`config.mk`:
```
export PLATFORM = sky130hd
export DESIGN_NAME = tqs_ram
export DESIGN_NICKNAME = d
export VERILOG_FILES = /design/src/hw/rtl/tqs_ram.sv
export SDC_FILE = /design/constraint.sdc
export NUM_CORES = 1
export LEC_CHECK = 0
export BUFFER_PORTS_ARGS = -buffer_cell sky130_fd_sc_hd__buf_4
export CAP_MARGIN = 5
export CORE_UTILIZATION = 50
export CTS_CLUSTER_SIZE = 8
export DETAILED_ROUTE_END_ITERATION = 6
export GPL_TIMING_DRIVEN = 1
export HOLD_SLACK_MARGIN = 0.08
export PLACE_DENSITY = 0.68
export SETUP_SLACK_MARGIN = 0.15
export SLEW_MARGIN = 10
export SYNTH_ARGS = -nofsm -noshare
export SYNTH_HDL_FRONTEND = slang
export SYNTH_SLANG_ARGS = --single-unit
```
`constraint.sdc`:
```
create_clock -name clk_i -period 2.8 [get_ports clk_i]
set_clock_uncertainty 0.1 [all_clocks]
set_input_delay 0.56 -clock clk_i [delete_from_list [all_inputs] [get_ports clk_i]]
set_output_delay 0.56 -clock clk_i [all_outputs]
set_load 0.005 [all_outputs]
```
`src/hw/rtl/tqs_ram.sv`:
```
`timescale 1ns / 1ps

module tqs_ram #(
  parameter int unsigned WIDTH = 8,
  parameter int unsigned DEPTH = 64
) (
  input  logic                     clk_i,
  input  logic                     we_i,
  input  logic [$clog2(DEPTH)-1:0] addr_i,
  input  logic [WIDTH-1:0]         wdata_i,
  output logic [WIDTH-1:0]         rdata_o
);

  logic [WIDTH-1:0] mem_q [DEPTH];
  logic [WIDTH-1:0] rdata_q;

  always_ff @(posedge clk_i) begin
    if (we_i) begin
      mem_q[addr_i] <= wdata_i;
    end
    rdata_q <= mem_q[addr_i];
  end

  assign rdata_o = rdata_q;

endmodule

```
==> summary.md, run 1 <==
| Metric | Value |
|---|---|
| Status | completed |
| Cts repair resizes | 0 |
| H-Tree Level Count | 3 |
| Post-DR wirelength/cell | 27.7 µm |
| Cell with the most instances after synthesis | edfxtp_1 |
| Design area | 24700 µm² |
| Crit path DAT | 2.83 ns |
| Synthesized Nets | roughly 1200 |
| Final Max Tran Viols | 0 |
| Final setup violating endpoints | 0 |
| Initial core utilization | 0.511 |
| Setup TNS | 0 ns |
| Dpl cells | 1833 |
| Hold_ws | 0.441 ns |
| Antenna Nets Post-Route | 0 |
| Clock Path Buffers | 3 |
| CTS Root Cell | clkbuf_16 |
| Seq/Total Area, Yosys | 0.760 |
| Share of the clock period used by the worst path | 0.904 |
| CP Capture Type | register |
| Inserted Clock Buffers | between 70 and 80 |
| Post-synth ARST share | 0 |
| # Post-CTS Setup Buffers | 0 |
| Drt first pass iters | 5 |
| Dpl hpwl | 34300 µm |
| Clk slew on worst S/H paths | 0.05 ns |
| Top FF cell, synth | edfxtp_1 |
| Drt first-iter violations | 1281 |
| RePlAce Congestion | 0.947 |
| Cell breakdown of the critical path | buf_4 > buf_12 > nor2_2 > buf_4 > buf_12 > buf_4 > a32oi_1 > a31oi_1 > nor4_1 > nand4_1 |
| Via/cell ratio | 6.24 |
| Syn Inst Count | 1171 |
| DP Area | 22700 µm² |
| Crit path required time | about 3.1 ns |
| Via Count | 12100 |
| Fmax | a little under 400 MHz |
| DRC Markers | 0 |
| Die Wd | approximately 200 µm |
| Die height | 204 µm |
| Hold buffers post-CTS | 0 |
| FF+latch count, synth | 520 |
| Post-Syn Area | 20400 µm² |
| Final net count | 1400 |
| Global Route Usage Sum | 0.267 |
| Pin count of the biggest net entering global routing | 65 |
| Synth warn | 0 |
| Area contributors post-synth | edfxtp_1 75%, mux4_2 4.5%, mux2i_1 3.1% |
| HP Class | primary input to register |
| Netlist cell types | 56 |
| FP Rows | 73 |
| Min Tclk post-route | 2.53 ns |
| Synth top cells by count | 512 x edfxtp_1, 82 x nor2_1, 63 x mux2i_1, 45 x nand2_1, 41 x mux4_2 |
| Slowest cell on crit path | nor4_1 |
| Critical path's most frequent cell | buf_4 |
| Vias in the first global route | approximately 12000 |
| Global-route wire length before repair | 79500 µm |
| Mean Syn Cell Area | 17.5 µm² |
| Leak | 0.00838 µW |
| Slew @ Worst Pin | 1.14 ns |
| Cell Pwr Density | about 720 nW/µm² |
| CTS tree | done |
| Clk sinks | 520 |
| Area share of the largest cell type after synthesis | 0.752 |
| Layout cell share with drive strength beyond 1 | 0.259 |
| Max_slew headroom | 0.238 |
| Synth-to-layout area growth | 21.0% |
| CP peak stage delay | between 0.4 and 0.5 ns |
| Peak VDD IR | about 0.43 mV |
| Final wirelength | 53800 µm |
| Synth area leader | edfxtp_1 |
| Total gr overflow | 0 |
| Diodes inserted | 0 |
| Input/output buffers | 23 |
| Non-filler cells, final | approximately 1900 |
| IO Pins | 24 |
| Post-synth EDFFs | 512 |
| Max Cap Violations | 0 |
| Antenna violations before repair | 0 |
| Core Area | 40000 µm² |
| Tot Pwr | 17700 µW |
| Final Hold Viols | 0 |
| Unrepaired setup endpoints after global routing | false |
| Max FO, Critical Path | 23 |
| Die area | 41700 µm² |
| Crit start category | primary input |
| Setup CP Type | primary input to register |
| Clk_lat worst skew | around 0.60 ns |
## per-layer routing
metal	track usage	vias to the layer above	share of wire
li1	-	5175	-
met1	0.365	6246	0.40
met2	0.413	612	0.47
met3	0.0676	108	0.095
met4	0.104	0	0.034
met5	0	-	0
## final timing paths
kind	start	to	slack [ns]	cells past startpoint
worst max-delay path	addr_i[0]	rdata_o[0]$_DFF_P_	0.27	10
worst min-delay path	wdata_i[5]	mem_q[16][5]$_DFFE_PP_	0.44	1
worst max register to register	mem_q[54][1]$_DFFE_PP_	rdata_o[1]$_DFF_P_	0.45	5
worst min register to register	mem_q[34][3]$_DFFE_PP_	rdata_o[3]$_DFF_P_	0.63	4
## critical path, delay by kind of cell
kind            cells  cell delay (ns)
buf+inv             5             1.08
simple gates        3             0.81
compound gates      2             0.35
## cell usage in the layout (no fill, tap or decap), types with 9 or more instances in the layout
cell type / synthesis / final
o22ai_1: 22 / 22
a21oi_1: 28 / 28
o221ai_1: 9 / 9
a31oi_1: 15 / 15
mux4_2: 41 / 41
clkbuf_1: 36 / 31
and3_1: 9 / 9
nand2_1: 45 / 45
nor2_2: 0 / 13
mux2i_1: 63 / 63
nand3b_1: 12 / 12
buf_12: 0 / 24
nand2b_1: 24 / 24
clkbuf_16: 0 / 75
o22a_1: 11 / 11
edfxtp_1: 512 / 512
a221o_1: 11 / 11
and2_1: 9 / 9
a22o_1: 10 / 10
a22oi_1: 40 / 40
nor2_1: 82 / 69
buf_4: 4 / 193
o21ai_0: 9 / 9
a221oi_1: 21 / 21
## cells by family after synthesis
group | count (synthesis) | synth area share
DFF | 520 | 0.760
and+or+nand+nor | 229 | 0.0571
muxes | 116 | 0.0826
AOI/OAI and AO/OA | 222 | 0.0808
buffers and inverters | 84 | 0.0198
## state kept, by name (all words and copies together), names as in the netlist
name,count
mem_q,512
rdata_o,8
## final cells by class
cell class                      instances  area [µm²]
Clock buffer                          106        1990
Clock inverter                          6        67.6
Fill cell                            2822       15300
Inverter                                3        11.3
Multi-Input combinational cell        567        4540
Sequential cell                       520       15500
Tap cell                              525         657
Timing Repair Buffer                  218        1940
## metrics by stage
| stage | utilization | setup slack, ns |
|---|---|---|
| finish | 0.619 | 0.269 |
| global route | 0.619 | 0.233 |
| CTS | 0.619 | 0.344 |
| detailed placement | 0.567 | -0.246 |
| global placement | 0.567 | -0.158 |
| floorplan | - | 0.0412 |
## where the power goes
| group | internal, µW | leakage [µW] | switching (µW) |
|---|---|---|---|
| logic | 396 | 0.00272 | 629 |
| registers | 8640 | 0.00467 | 29.3 |
| clock network | 4880 | 0.000993 | 3120 |
| total | 13900 | 0.00838 | 3780 |
No activity file was read; power rests on OpenSTA's default activity.
==> inputs of run 2 (changes only) <==
--- a/config.mk
+++ b/config.mk
@@ -8,11 +8,11 @@
 export BUFFER_PORTS_ARGS = -buffer_cell sky130_fd_sc_hd__buf_4
 export CAP_MARGIN = 5
 export CORE_UTILIZATION = 50
-export CTS_CLUSTER_SIZE = 8
+export CTS_CLUSTER_SIZE = 40
 export DETAILED_ROUTE_END_ITERATION = 6
 export GPL_TIMING_DRIVEN = 1
 export HOLD_SLACK_MARGIN = 0.08
-export PLACE_DENSITY = 0.68
+export PLACE_DENSITY = 0.66
 export SETUP_SLACK_MARGIN = 0.15
 export SLEW_MARGIN = 10
 export SYNTH_ARGS = -nofsm -noshare
==> constraint.sdc (replaced) <==
create_clock -name clk_i -period 3.2 [get_ports clk_i]
set_clock_uncertainty 0.1 [all_clocks]
set_input_delay 0.64 -clock clk_i [delete_from_list [all_inputs] [get_ports clk_i]]
set_output_delay 0.64 -clock clk_i [all_outputs]
set_load 0.005 [all_outputs]
==> summary.md, run 2 (same netlist as run 1, synthesis figures left out) <==
| Metric | Value |
|---|---|
| Status | completed |
| Die height | 204 µm (unchanged) |
| Met3 wire length | 4710 µm (-8.0%) |
| Area of the multi-input gates | 4520 µm² (-0.61%) |
| Non-filler cells, final | 1866 (-4.1%) |
| IO Pins | 24 (unchanged) |
| Unrepaired setup endpoints after global routing | false |
| Setup WS post-layout | 0.401 ns (+0.131 ns) |
| DRC Markers | 0 (unchanged) |
| Layout cell share with drive strength beyond 1 | 0.218 (-0.0412) |
| Share of the clock period used by the worst path | 0.875 |
| CP top delay family | simple AND/OR/NAND/NOR gates |
| Initial core utilization | 0.511 (unchanged) |
| Top sig layer | met4 |
| Max_slew headroom | 0.356 (+0.117) |
| Antenna violations before repair | 2 (+2) |
| Max reg flops | 512 (unchanged) |
| FP Rows | 73 (unchanged) |
| Cell Pwr Density | 600 nW/µm² (-16%) |
| Setup TNS | 0 ns (unchanged) |
| CTS tree | done |
| Synth-to-layout area growth | 15.7% |
| Slew @ Worst Pin | 0.965 ns (-0.176 ns) |
| Final Max Tran Viols | 0 (unchanged) |
| Vias in the first global route | 11400 (-6.3%) |
| Antenna Nets Post-Route | 0 (unchanged) |
| Leak | 0.00786 µW (-6.3%) |
| Final Hold Viols | 0 (unchanged) |
| Wire length on met2 | 23500 µm (-7.6%) |
| Min Tclk post-route | 2.80 ns |
| Clk sinks | 520 (unchanged) |
| Drt first-iter violations | 1362 (+6.3%) |
| Peak VDD IR | 0.407 mV (-5.4%) |
| Core Area | 40000 µm² (unchanged) |
| Crit start category | primary input |
| Crit path DAT | 3.24 ns (+0.41 ns) |
| Max Cap Violations | 0 (unchanged) |
| CTS Root Cell | clkbuf_16 |
| H-Tree Level Count | 2 (-1) |
| RePlAce Congestion | 0.879 (-7.1%) |
| Design area | 23700 µm² (-4.4%) |
| Global Route Usage Sum | 0.250 (-0.0168) |
| Commonest non-fill, non-tap cells in the layout | 512 x edfxtp_1, 149 x buf_4, 80 x nor2_1 |
| Clk_lat worst skew | 0.59 ns (about the same) |
| DP Area | 22000 µm² (-2.9%) |
| Die area | 41700 µm² (unchanged) |
| Max FO, Critical Path | 21 (-8.7%) |
| CP peak stage delay | 0.75 ns (+0.28 ns) |
| M1 WL | 21100 µm (-1.6%) |
| Die Wd | 204 µm (unchanged) |
| Total gr overflow | 0 (unchanged) |
| Hold_ws | 0.530 ns (+0.0891 ns) |
| Pin count of the biggest net entering global routing | 65 (unchanged) |
| Fmax | about 360 MHz |
| Top reg by flops | mem_q |
| HP Class | primary input to register |
| CP Capture Type | register |
| Final setup violating endpoints | 0 (unchanged) |
| Clock Path Buffers | 3 (unchanged) |
| Inserted Clock Buffers | 51 (-31%) |
| Dpl hpwl | 32300 µm (-5.7%) |
| Via Count | 11600 (-4.2%) |
| Commonest non-fill, non-tap cell in the layout | edfxtp_1 |
| Input/output buffers | 23 (unchanged) |
| Via/cell ratio | 6.23 (-0.14%) |
| Final net count | 1318 (-5.9%) |
| Critical path's most frequent cell | buf_4 |
| Clk slew on worst S/H paths | 0.07 ns (+0.02 ns) |
| Dpl cells | 1774 (-3.2%) |
| Cell breakdown of the critical path | buf_4 > and2_1 > a22oi_1 > and3_1 > o311ai_0 > buf_4 > or4_1 |
| Flip-flop and latch area | 15500 µm² (unchanged) |
| Final wirelength | 51000 µm (-5.2%) |
| Setup CP Type | primary input to register |
| Filler Cell Count | 2993 (+6.1%) |
| Post-DR wirelength/cell | 27.3 µm (-1.2%) |
| Crit path required time | 3.64 ns (+0.55 ns) |
| Global-route wire length before repair | 74800 µm (-6.0%) |
| Hold buffers post-CTS | 0 (unchanged) |
| Drt first pass iters | 5 (unchanged) |
| Slowest cell on crit path | and2_1 |
| Buf/Inv on CP | 2 (-3) |
| Setup WS pre-CTS | -0.408 ns (-0.162 ns) |
==> run 2: cell types whose count changed in the layout (fill, tap and decap cells not counted), moves of 3 or more <==
cell / before / now
bufinv_16: 0 / 3
nor2_1: 69 / 80
clkinv_2: 0 / 9
clkbuf_16: 75 / 53
buf_12: 24 / 9
buf_4: 193 / 149
inv_6: 4 / 1
clkbuf_1: 31 / 12
nor2_2: 13 / 2
clkbuf_8: 0 / 6
clkinv_1: 0 / 4
==> run 2: worst paths after layout <==
kind / startpoint / cells past startpoint / slack, ns / end
max reg2reg: mem_q[4][1]$_DFFE_PP_ / 6 / 0.83 / rdata_o[1]$_DFF_P_
max: addr_i[1] / 7 / 0.40 / rdata_o[1]$_DFF_P_
min reg2reg: mem_q[34][7]$_DFFE_PP_ / 3 / 0.62 / rdata_o[7]$_DFF_P_
min: wdata_i[5] / 1 / 0.53 / mem_q[23][5]$_DFFE_PP_
==> run 2: power breakdown <==
part           total (µW)  internal, µW  switching [µW]  leakage (µW)
Clock                5830          3400            2430      0.000803
Sequential           7570          7540            25.5       0.00467
Combinational         810           292             519       0.00238
==> run 2: what timing repair did <==
| action | CTS | global route |
|---|---|---|
| endpoints found under the setup margin | 0 | 1 |
| setup buffers | 0 | 0 |
| gates resized for setup | 0 | 1 |
==> run 2: per-layer routing <==
metal | vias up | global-route usage
li1 | 5022 | -
met1 | 5859 | 0.358
met2 | 634 | 0.383
met3 | 116 | 0.0520
met4 | 0 | 0.0866
met5 | - | 0
==> run 2: area by class of cell <==
| type | instances | share of cell area |
|---|---|---|
| Clock buffer | 71 | 0.0614 |
| Tap cell | 525 | 0.0278 |
| Timing Repair Buffer | 159 | 0.0553 |
| Multi-Input combinational cell | 567 | 0.191 |
| Sequential cell | 520 | 0.656 |
| Antenna cell | 1 | 0.000106 |
| Inverter | 3 | 0.000476 |
| Clock inverter | 20 | 0.00772 |
==> run 2: per-stage QoR <==
step / util / power [µW]
2_1_floorplan: - / 8110
3_3_place_gp: 0.551 / 8500
3_5_place_dp: 0.551 / 8510
4_1_cts: 0.592 / 14300
5_1_grt: 0.592 / 14600
6_report: 0.592 / 14200
